### config.mk
export PLATFORM = sky130hd
export DESIGN_NAME = tick_unwrap_latency_estimator_top
export DESIGN_NICKNAME = d
export VERILOG_FILES = /design/src/design/tule_pkg.sv /design/src/design/tick_unwrap_latency_estimator_top.sv
export SDC_FILE = /design/constraint.sdc
export NUM_CORES = 1
export LEC_CHECK = 0
export BUFFER_PORTS_ARGS = -buffer_cell sky130_fd_sc_hd__buf_2
export CAP_MARGIN = 20
export CORE_MARGIN = 5
export CORE_UTILIZATION = 35
export CTS_BUF_LIST = sky130_fd_sc_hd__clkbuf_4 sky130_fd_sc_hd__clkbuf_8
export DETAILED_ROUTE_END_ITERATION = 7
export SYNTH_ARGS = -nofsm -noshare
export SYNTH_HDL_FRONTEND = slang
export SYNTH_SLANG_ARGS = --single-unit
### constraint.sdc
create_clock -name clk_i -period 24.9 [get_ports clk_i]
set_input_delay 2.49 -clock clk_i [delete_from_list [all_inputs] [get_ports clk_i]]
set_output_delay 2.49 -clock clk_i [all_outputs]
set_load 0.005 [all_outputs]
### src/design/tule_pkg.sv
// Package for the tick unwrap / latency estimator: field widths, default parameters,
// and the packed item types of both channels. No dependencies.
package tule_pkg;

  localparam int TICK_W   = 32;
  localparam int TIME_W   = 56;
  localparam int UNW_W    = 40;
  localparam int DELTA_W  = 31;
  localparam int EXCESS_W = 40;

  // The scaled count saturates at 2^SCALE_CAP_W - 1
  localparam int SCALE_CAP_W = 62;

  localparam int FRAC_BITS_DEF  = 16;
  localparam int COUNT_BITS_DEF = 40;

  // A tick difference at or above this limit marks a remote restart
  localparam logic [TICK_W-1:0] RESTART_LIMIT = 32'h8000_0000;

  typedef struct packed {
    logic [TICK_W-1:0] remote_tick;
    logic [TIME_W-1:0] host_time;
  } in_t;

  typedef struct packed {
    logic [UNW_W-1:0]    unwrapped_tick;
    logic [DELTA_W-1:0]  tick_delta;
    logic                restarted;
    logic [EXCESS_W-1:0] excess_delay;
  } out_t;

endpackage

### src/design/tick_unwrap_latency_estimator_top.sv
// An accepted item waits in the input register until the result register is free,
// then its result is registered. Throughput: one item per clock unless the output
// stalls; unwrap, offset and minimum update run in one pass between the registers.
// Reset (rst_ni low, asynchronous): both stages empty, first-item flag cleared,
// last tick, tick count and minimum offset cleared to zero.
module tick_unwrap_latency_estimator_top
  import tule_pkg::*;
#(
  parameter int FRAC_BITS  = FRAC_BITS_DEF,
  parameter int COUNT_BITS = COUNT_BITS_DEF
) (
  input  logic clk_i,
  input  logic rst_ni,
  input  logic in_valid_i,
  output logic in_ready_o,
  input  in_t  in_data_i,
  output logic out_valid_o,
  input  logic out_ready_i,
  output out_t out_data_o
);

  // Scaled count width before saturation, and after it
  localparam int PW       = COUNT_BITS + FRAC_BITS;
  localparam int PW_EXT   = (PW > SCALE_CAP_W) ? PW : SCALE_CAP_W + 1;
  localparam int SCALE_W  = (PW < SCALE_CAP_W) ? PW : SCALE_CAP_W;
  localparam int OFF_W    = ((SCALE_W > TIME_W) ? SCALE_W : TIME_W) + 1;
  localparam int CNT_EXT  = (COUNT_BITS > UNW_W) ? COUNT_BITS : UNW_W;

  localparam logic [COUNT_BITS-1:0]  COUNT_MAX  = '1;
  localparam logic [SCALE_CAP_W-1:0] SCALE_CAP  = '1;
  localparam logic [EXCESS_W-1:0]    EXCESS_MAX = '1;

  // Input stage
  logic s1_valid_q;
  in_t  s1_data_q;

  // Estimator state
  logic                           seen_first_q, seen_first_d;
  logic [TICK_W-1:0]              last_tick_q, last_tick_d;
  logic [COUNT_BITS-1:0]          count_q, count_d;
  logic signed [OFF_W-1:0]        min_off_q, min_off_d;

  // Result stage
  logic out_valid_q;
  out_t out_data_q, out_data_d;

  logic advance;

  assign advance    = s1_valid_q && (!out_valid_q || out_ready_i);
  assign in_ready_o = !s1_valid_q || advance;

  // Datapath
  logic [TICK_W-1:0]       tick_diff;
  logic                    restart;
  logic                    reload;
  logic [COUNT_BITS:0]     count_sum;
  logic [PW_EXT-1:0]       scaled_ext;
  logic [SCALE_CAP_W-1:0]  scaled;
  logic signed [OFF_W-1:0] offset;
  logic signed [OFF_W:0]   off_diff;
  logic [OFF_W-1:0]        off_diff_u;
  logic [EXCESS_W-1:0]     excess;
  logic [CNT_EXT-1:0]      count_ext;

  always_comb begin
    tick_diff = s1_data_q.remote_tick - last_tick_q;
    restart   = seen_first_q && (tick_diff >= RESTART_LIMIT);
    reload    = !seen_first_q || restart;

    count_sum = {1'b0, count_q} + (COUNT_BITS+1)'(tick_diff);
    if (reload) begin
      count_d = COUNT_BITS'(s1_data_q.remote_tick);
    end else if (count_sum[COUNT_BITS]) begin
      count_d = COUNT_MAX;
    end else begin
      count_d = count_sum[COUNT_BITS-1:0];
    end

    // offset = host time minus count in fixed point, with the scaled count capped
    scaled_ext = PW_EXT'(count_d) << FRAC_BITS;
    if (|scaled_ext[PW_EXT-1:SCALE_CAP_W]) begin
      scaled = SCALE_CAP;
    end else begin
      scaled = scaled_ext[SCALE_CAP_W-1:0];
    end
    offset = signed'(OFF_W'(s1_data_q.host_time)) - signed'(OFF_W'(scaled));

    off_diff   = {offset[OFF_W-1], offset} - {min_off_q[OFF_W-1], min_off_q};
    off_diff_u = off_diff[OFF_W-1:0];

    excess = '0;
    if (!reload && (offset > min_off_q)) begin
      if (|off_diff_u[OFF_W-1:EXCESS_W]) begin
        excess = EXCESS_MAX;
      end else begin
        excess = off_diff_u[EXCESS_W-1:0];
      end
    end

    if (reload || (offset < min_off_q)) begin
      min_off_d = offset;
    end else begin
      min_off_d = min_off_q;
    end

    seen_first_d = 1'b1;
    last_tick_d  = s1_data_q.remote_tick;

    count_ext                 = CNT_EXT'(count_d);
    out_data_d.unwrapped_tick = count_ext[UNW_W-1:0];
    out_data_d.tick_delta     = reload ? '0 : tick_diff[DELTA_W-1:0];
    out_data_d.restarted      = restart;
    out_data_d.excess_delay   = excess;
  end

  always_ff @(posedge clk_i or negedge rst_ni) begin
    if (!rst_ni) begin
      s1_valid_q   <= 1'b0;
      out_valid_q  <= 1'b0;
      seen_first_q <= 1'b0;
      last_tick_q  <= '0;
      count_q      <= '0;
      min_off_q    <= '0;
    end else begin
      if (in_ready_o) begin
        s1_valid_q <= in_valid_i;
      end
      if (advance) begin
        out_valid_q  <= 1'b1;
        seen_first_q <= seen_first_d;
        last_tick_q  <= last_tick_d;
        count_q      <= count_d;
        min_off_q    <= min_off_d;
      end else if (out_ready_i) begin
        out_valid_q <= 1'b0;
      end
    end
  end

  always_ff @(posedge clk_i) begin
    if (in_ready_o && in_valid_i) begin
      s1_data_q <= in_data_i;
    end
    if (advance) begin
      out_data_q <= out_data_d;
    end
  end

  assign out_valid_o = out_valid_q;
  assign out_data_o  = out_data_q;

`ifndef SYNTHESIS
  // A restart carries no forward advance and no excess delay
  assert property (@(posedge clk_i) disable iff (!rst_ni)
    (out_valid_o && out_data_o.restarted) |->
      (out_data_o.tick_delta == '0 && out_data_o.excess_delay == '0))
    else $error("restart item with nonzero delta or excess");

  // Input side only stalls when a result is waiting
  assert property (@(posedge clk_i) disable iff (!rst_ni)
    !in_ready_o |-> out_valid_o)
    else $error("input stalled with empty result stage");

  // A staged item with a free result slot lands in the result register next cycle
  assert property (@(posedge clk_i) disable iff (!rst_ni)
    (s1_valid_q && !out_valid_q) |=> out_valid_q)
    else $error("staged item not moved to result register");

  // The first item after reset is never flagged as a restart
  assert property (@(posedge clk_i) disable iff (!rst_ni)
    (advance && !seen_first_q) |=> !out_data_o.restarted)
    else $error("first item flagged as restart");
`endif

endmodule
# After elaboration in Yosys (flattened, before gate mapping)
# Cells that the tools add are included.
# word_totals
output_inout_bits	114
inputBits	92
ff_bits	332
wordCells	39
# op_classes
n_reduce_logical	15
mux	5
addsub	4
n_lt_le_gt_ge	3
# ops
operator	n
$mux 40	3
$gt 57x57->1	1
$lt 57x57->1	1
$sub 56x56->57	1
$sub 57x57->57	1
$add 40x32->41	1
$ge 32x32->1 const B	1
$sub 32x32->32	1
$reduce_or 17->1	1
$logic_and 1x1->1	4
$logic_not 1->1	4
$logic_or 1x1->1	4
$mux 1	2
$reduce_and 2->1	1
$reduce_bool 2->1	1

# Logic depth before layout (Yosys ltp)
# Gate-level depths: netlist of the first run.
# depth
ltp_word	9
mapped_depth	52
mapped_depth_nobuf	48

# Worst setup path before layout of the first run
# No wires, ideal clock.
# synth_timing
path_type	register to register
startpoint	register s1_data_q (netlist bit last_tick_d[2])
endpoint	register out_data_q (netlist bit out_data_o[38]), data pin
setup_ns	0.276
slack_ns	15.166
arrival_time_ns	9.458
synth_period_minus_slack_ns	9.734
required_time_ns	24.624
path_buffers	3
path_stages_with_launch	48
cell_sequence	edfxtp_1 -> ha_1 -> nor2b_1 -> o21a_1 -> o21ai_0 -> a211oi_1 -> nor2_1 -> o221ai_1 -> and3_1 -> o31ai_1 -> xnor2_1 -> ha_1 -> a21oi_1 -> nor2b_1 -> a211oi_1 -> nor3b_1 -> and3_1 -> nor2_1 -> [... 12 more ...] -> a21boi_0 -> o21a_1 -> or3_1 -> and2_1 -> ha_1 -> and3_1 -> nand2_1 -> nor3_2 -> nand2_1 -> o31ai_1 -> a21o_2 -> a311oi_1 -> or4b_1 -> nor4_2 -> and4_1 -> buf_6 -> buf_12 -> a21oi_2
# synth_via
elab_chain_cells	9
elab_cells_between_ends	14
cone_classes	add/sub: 4; order compare: 2; mux: 3; reduce/logical: 5
# synth_rtl
element	line	rtl
start, declared	tick_unwrap_latency_estimator_top.sv:35	in_t s1_data_q;
start signal, assigned	tick_unwrap_latency_estimator_top.sv:142	s1_data_q <= in_data_i;
$sub 32x32->32 *	tick_unwrap_latency_estimator_top.sv:66	tick_diff = s1_data_q.remote_tick - last_tick_q;
net tick_diff[26]	tick_unwrap_latency_estimator_top.sv:53	logic [TICK_W-1:0] tick_diff;
branches (longest 3 deep; another with $add 40x32->41)	-	
$mux 40 *	tick_unwrap_latency_estimator_top.sv:71	if (reload) begin
$sub 56x56->57 *	tick_unwrap_latency_estimator_top.sv:86	offset = signed'(OFF_W'(s1_data_q.host_time)) - signed'(OFF_W'(scaled));
net offset[39]	tick_unwrap_latency_estimator_top.sv:59	logic signed [OFF_W-1:0] offset;
$sub 57x57->57	tick_unwrap_latency_estimator_top.sv:88	off_diff = {offset[OFF_W-1], offset} - {min_off_q[OFF_W-1], min_off_q};
$reduce_or 17->1	tick_unwrap_latency_estimator_top.sv:93	if (|off_diff_u[OFF_W-1:EXCESS_W]) begin
$mux 40	tick_unwrap_latency_estimator_top.sv:93	
end signal, assigned	tick_unwrap_latency_estimator_top.sv:145	out_data_q <= out_data_d;
end, declared	tick_unwrap_latency_estimator_top.sv:45	out_t out_data_q, out_data_d;
# Mark *: on every way through the listed nets, which the timed path passes.
# A chain may end at the register's enable or synchronous reset.

# Worst setup path in the final report of the first run
# layout_timing
startpoint	register s1_data_q (netlist bit last_tick_d[0])
endpoint	register min_off_q[53]
# layout_via
elab_chain_cells	9
elab_cells_between_ends	11
cone_classes	add/sub: 3; order compare: 2; mux: 2; reduce/logical: 4
# layout_rtl
element	line	rtl
$sub 32x32->32 *	tick_unwrap_latency_estimator_top.sv:66	
net tick_diff[26]	tick_unwrap_latency_estimator_top.sv:53	
branches (longest 3 deep; another with $add 40x32->41)	-	
$mux 40 *	tick_unwrap_latency_estimator_top.sv:71	
$sub 56x56->57 *	tick_unwrap_latency_estimator_top.sv:86	
net offset[39]	tick_unwrap_latency_estimator_top.sv:59	
$lt 57x57->1 *	tick_unwrap_latency_estimator_top.sv:100	if (reload || (offset < min_off_q)) begin
$logic_or 1x1->1 *	tick_unwrap_latency_estimator_top.sv:100	
$reduce_and 2->1 (no line) *	-	
end signal, assigned	tick_unwrap_latency_estimator_top.sv:133	min_off_q <= min_off_d;
end, declared	tick_unwrap_latency_estimator_top.sv:41	logic signed [OFF_W-1:0] min_off_q, min_off_d;
# Marked as above.

==> flow_metrics.tcl, run 1 <==
set metrics [dict create \
    status "finished clean" \
    r2r-end "min_off_q[53]$_DFFE_PN0P_" \
    port_buffers 205 \
    fp.dieArea_um2 64930 \
    synth_top_area_cell "edfxtp_1" \
    hp-class "reg -> reg" \
    cp.arrival_ns 13.09 \
    cts_buffer_depth 3 \
    dp_hpwl_um 43340 \
    crit_path_end_kind "register" \
    vias_per_cell 5.290 \
    whs_path_depth 1 \
    worst_pin_slew_ns 0.9675 \
    grt_max_degree 117 \
    synth-seq-cells 332 \
    reg2reg_depth 46 \
    synth_nets 2401 \
    holdPathEnd "min_off_q[30]$_DFFE_PN0P_" \
    clockRootBuffer "clkbuf_8" \
    async_reset_ff_share_pct 39.76 \
    synth_flop_cell "edfxtp_1" \
    fin_crit_sh_pct 50.47 \
    skew_ns 0.04052 \
    antenna_cells 0 \
    io-pin-count 206 \
    synth_top_cell_area_share_pct 28.63 \
    wl_per_cell_um 18.22 \
    synthTopCellsByArea "edfxtp_1, dfrtp_1, ha_1" \
    synthTopCellsByCount "nand2_1, edfxtp_1, inv_1" \
    drive_above_1_share_pct 17.71 \
    tns_ns 0 \
    worstHoldStart "min_off_q[30]$_DFFE_PN0P_" \
    synth_most_common_cell "nand2_1" \
    insertion_delay_ns 0.68 \
    antenna_found_initial 0 \
    reg2reg_slack_ns 12.33 \
    numCtsBuffers 61 \
    hold_viol 0 \
    drtIter0Drc 1224 \
    crit_type "reg -> reg" \
    crit_slowest_cell "nor2_4" \
    synth_edf_count 200 \
    core_um2 59240 \
    cpPeakStageDelay_ns 0.74 \
    post_cts_resized 0 \
    finalWirelength_um 57800 \
    clk_pin_slew_ns 0.06 \
    antenna_left 0 \
    nets 2603 \
    dr.pass1.iters 6 \
    route.detailed.drc 0 \
    critPathMaxFanout 58 \
    finalCriticalPeriod_ns 12.57 \
    path_common_cell "ha_1" \
    clock.fmax_mhz 79.57 \
    die_w_um 254.8 \
    synth_cell_type_count 99 \
    setup_viol 0 \
    ctsHoldBuffers 0 \
    post_cts.repair.setup_buffers 0 \
    slew_headroom_pct 34.90 \
    die_h_um 254.8 \
    syn-cell-area_um2 20980 \
    worstSetupStartpointType "register" \
    fill_cells 5870 \
    avgSynthCellArea_um2 9.779 \
    tritoncts "yes" \
    h-tree-depth 2 \
    ys_warn_count 0 \
    cts_num_sinks 332 \
    grt_use_total_pct 17.19 \
    syn_to_final_growth_pct 14.95 \
    worstPathRequired_ns 25.43 \
    synth_cells 2145 \
    via_count 16785 \
    rsz0062_at_grt "false" \
    rr_startpoint "last_tick_d[0]$_DFFE_PP_" \
    cap_violations 0 \
    ys_seq_area_share_pct 44.38 \
    drv_slew 0 \
    grt_pass1_wl_um 89610 \
    start_util_pct 35.41 \
    grt_overflow_total 0 \
    gp_congestion 0.9007 \
    placementRows 89 \
    grt_pass1_vias 16496 \
]
-- metrics by stage --
stage | cells | setup slack (ns) | hold slack, ns | utilization, % | area, um2
2_1_floorplan | 2145 | 15.17 | 0.4563 | - | 20980
3_3_place_gp | 3057 | 12.99 | 0.4717 | 38.21 | 22640
3_5_place_dp | 3057 | 12.55 | 0.4804 | 38.21 | 22640
4_1_cts | 3173 | 12.44 | 0.4932 | 40.70 | 24110
5_1_grt | 3173 | 11.08 | 0.5181 | 40.70 | 24110
6_report | 3173 | 12.33 | 0.4871 | 40.70 | 24110
-- worst max-delay path, delay by kind of cell (launching register included) --
kind            cells  cell delay (ns)
xor+xnor            1             0.21
flops               1             0.35
compound gates     21             5.86
simple gates       15             3.06
fa+ha+maj           5             1.41
buf+inv             3             1.02
mux                 1             0.40
-- registers in the layout, summed over array words and instances (netlist names) --
| register | count |
|---|---|
| last_tick_d | 32 |
| seen_first_q | 1 |
| s1_valid_q | 1 |
| min_off_q | 57 |
| s1_data_q | 56 |
| out_data_o | 112 |
| last_tick_q | 32 |
| out_valid_o | 1 |
| count_q | 40 |
-- area by class of cell --
cell class                 count  area [um2]  area share [%]
clock buffer                  71       933.4           3.871
inverter                     163       616.8           2.558
tap                          773       967.2           4.011
clock inverter                45       541.8           2.247
timing repair buffer         216        1115           4.624
multi-input combinational   1573       10630           44.08
sequential                   332        9309           38.61
-- worst max-delay path by stage --
stage                                   startpoint                      endpoint  slack, ns  depth (start not counted)
after floorplan           last_tick_d[2]$_DFFE_PP_  out_data_o[38]$_SDFFCE_PN0P_      15.17                         47
final                     last_tick_d[0]$_DFFE_PP_     min_off_q[53]$_DFFE_PN0P_      12.33                         46
after global placement    last_tick_d[0]$_DFFE_PP_     min_off_q[54]$_DFFE_PN0P_      12.99                         46
after CTS                 last_tick_d[0]$_DFFE_PP_     min_off_q[53]$_DFFE_PN0P_      12.44                         46
after global routing      last_tick_d[0]$_DFFE_PP_     min_off_q[53]$_DFFE_PN0P_      11.08                         46
after detailed placement  last_tick_d[0]$_DFFE_PP_     min_off_q[53]$_DFFE_PN0P_      12.55                         46
-- cell usage in the layout (no fill, tap or decap), types with 25 or more instances in the layout --
cell and n:
o21a_1 30, nand2b_1 25, ha_1 160, nor2_1 120, o21ai_0 155, xor2_1 51, o21ai_1 31, edfxtp_1 200
nor3_1 40, clkbuf_8 64, o22ai_1 29, nand2_1 226, inv_1 162, and2_1 41, xnor2_1 86, a21oi_2 42
a21oi_1 151, a21o_1 58, nand3_1 38, buf_2 204, dfrtp_1 132
-- logic make-up after synthesis --
family / Yosys count / synth area share [%]
adder cells (fa/ha/maj): 164 / 9.926
buffers and inverters: 240 / 5.088
flip-flops: 332 / 44.38
AO/OA/AOI/OAI: 649 / 19.95
multiplexers: 21 / 1.104
XOR/XNOR: 137 / 5.721
AND/OR/NAND/NOR: 602 / 13.83
-- layer usage --
metal  track usage [%]  wire (um)  share of wire, %  vias to the layer above
met5                 0          0                 0                        -
met4             5.707       1878               3.2                        0
met3             3.549       3701               6.4                      120
met2             27.09      26020                45                      527
met1             23.82      26200                45                     7984
li1                  -          -                 -                     8154
Power of run 1 is left out: the tool's default activity adds up to more than one toggle a clock period on the data nets, which glitch-free logic cannot reach.
==> run 2, diff against run 1 <==
- clock period: 24.9 -> 12.9 ns (I/O delays scaled with it)
==> flow_metrics.tcl, run 2 (synthesis gave the netlist of run 1 again) <==
set metrics [dict create \
    status "finished clean" \
    insertion_delay_ns 0.70 \
    hold_viol 0 \
    postPlaceCellArea_um2 22650 \
    vias_per_cell 5.294 \
    reg2reg_slack_ns 1.19 \
    worst_pin_slew_ns 0.9994 \
    numCtsBuffers 60 \
    rr_startpoint "last_tick_q[0]$_DFFE_PN0P_" \
    cts_num_sinks 332 \
    crit_type "reg -> reg" \
    slew_headroom_pct 32.76 \
    worstSetupStartpointType "register" \
    grt_overflow_total 0 \
    antenna_found_initial 2 \
    port_buffers 205 \
    clock.fmax_mhz 85.40 \
    drive_above_1_share_pct 17.68 \
    largest_register_ffs 112 \
    grt_pass1_vias 16358 \
    wl_per_cell_um 18.33 \
    drtIter0Drc 1235 \
    die_h_um 254.8 \
    io-pin-count 206 \
    rsz0062_at_grt "false" \
    grt_max_degree 71 \
    grt_pass1_wl_um 89930 \
    clockRootBuffer "clkbuf_8" \
    fill_cells 5799 \
    reg2reg_depth 46 \
    ctsHoldBuffers 0 \
    die_w_um 254.8 \
    grt_use_total_pct 17.36 \
    placementRows 89 \
    antenna_left 0 \
    skew_ns 0.04316 \
    final_cell_mix "nand2_1, buf_2, edfxtp_1, inv_1, ha_1" \
    core_um2 59240 \
    fp.dieArea_um2 64930 \
    r2r-end "out_data_o[26]$_SDFFCE_PN0P_" \
    worstPathRequired_ns 13.29 \
    crit_start "last_tick_q[0]$_DFFE_PN0P_" \
    fin_crit_sh_pct 90.77 \
    whs_path_depth 1 \
    start_util_pct 35.41 \
    dr.pass1.iters 7 \
    dp_hpwl_um 43720 \
    worstHoldStart "min_off_q[29]$_DFFE_PN0P_" \
    drv_slew 0 \
    cpPeakStageDelay_ns 0.50 \
    h-tree-depth 2 \
    final_common_cell "nand2_1" \
    setup_viol 0 \
    gp_congestion 0.9104 \
    finalWirelength_um 58130 \
    via_count 16791 \
    syn_to_final_growth_pct 14.18 \
    cts_buffer_depth 3 \
    cp.arrival_ns 12.10 \
    clk_pin_slew_ns 0.06 \
    final_area_um2 23950 \
    tritoncts "yes" \
    hp-class "reg -> reg" \
    tns_ns 0 \
    crit_slowest_cell "a211oi_1" \
    cap_violations 0 \
    critPathMaxFanout 40 \
    route.detailed.drc 0 \
    nets 2604 \
    finalCriticalPeriod_ns 11.71 \
    crit_path_end_kind "register" \
    holdPathEnd "min_off_q[29]$_DFFE_PN0P_" \
]
==> run 2: worst max path at each step <==
stage	end	slack, ns	cells after the start
after CTS	out_data_o[24]$_SDFFCE_PN0P_	1.08	47
final	out_data_o[26]$_SDFFCE_PN0P_	1.19	46
after floorplan	out_data_o[38]$_SDFFCE_PN0P_	3.17	47
after detailed placement	out_data_o[26]$_SDFFCE_PN0P_	1.20	47
after global routing	out_data_o[17]$_SDFFCE_PN0P_	0.05	47
after global placement	out_data_o[0]$_SDFFCE_PN0P_	1.45	46
==> run 2: timing repair <==
action	CTS	global route
setup endpoints to repair	0	40
resized for setup	0	1
setup buffers	0	0
==> run 2: final cells by class <==
| class | count | area [um2] | share of cell area, % |
|---|---|---|---|
| clock inverter | 34 | 305.3 | 1.275 |
| tap | 773 | 967.2 | 4.038 |
| timing repair buffer | 218 | 1134 | 4.733 |
| clock buffer | 78 | 985.9 | 4.117 |
| antenna | 1 | 2.502 | 0.01045 |
| inverter | 163 | 616.8 | 2.576 |
| multi-input combinational | 1573 | 10630 | 44.38 |
| sequential | 332 | 9309 | 38.87 |
==> run 2: layer usage <==
layer | global-route usage (%) | vias up | part of all wire, %
met4 | 5.600 | 0 | 3.1
li1 | - | 8135 | -
met2 | 27.32 | 516 | 45
met1 | 23.77 | 8020 | 45
met5 | 0 | - | 0
met3 | 4.151 | 120 | 6.8
==> run 2: worst max-delay path: cells and delay by family (launching register included) <==
kind	cells	cell delay, ns
AOI/OAI and AO/OA	20	5.24
xor gates and xnor gates	1	0.17
adders and majority gates	5	1.66
buffers and inverters	1	0.41
DFF	1	0.38
and+or+nand+nor	19	3.51
==> run 2: stage by stage <==
step | util [%] | cells | hold WS (ns) | worst slack, ns
final | 40.43 | 3172 | 0.4830 | 1.191
after global routing | 40.43 | 3172 | 0.5152 | 0.05427
after CTS | 40.42 | 3171 | 0.4903 | 1.083
after detailed placement | 38.24 | 3059 | 0.4761 | 1.200
after global placement | 38.24 | 3059 | 0.4718 | 1.452
after floorplan | - | 2145 | 0.4563 | 3.166
Power of run 2 is left out for the same reason.
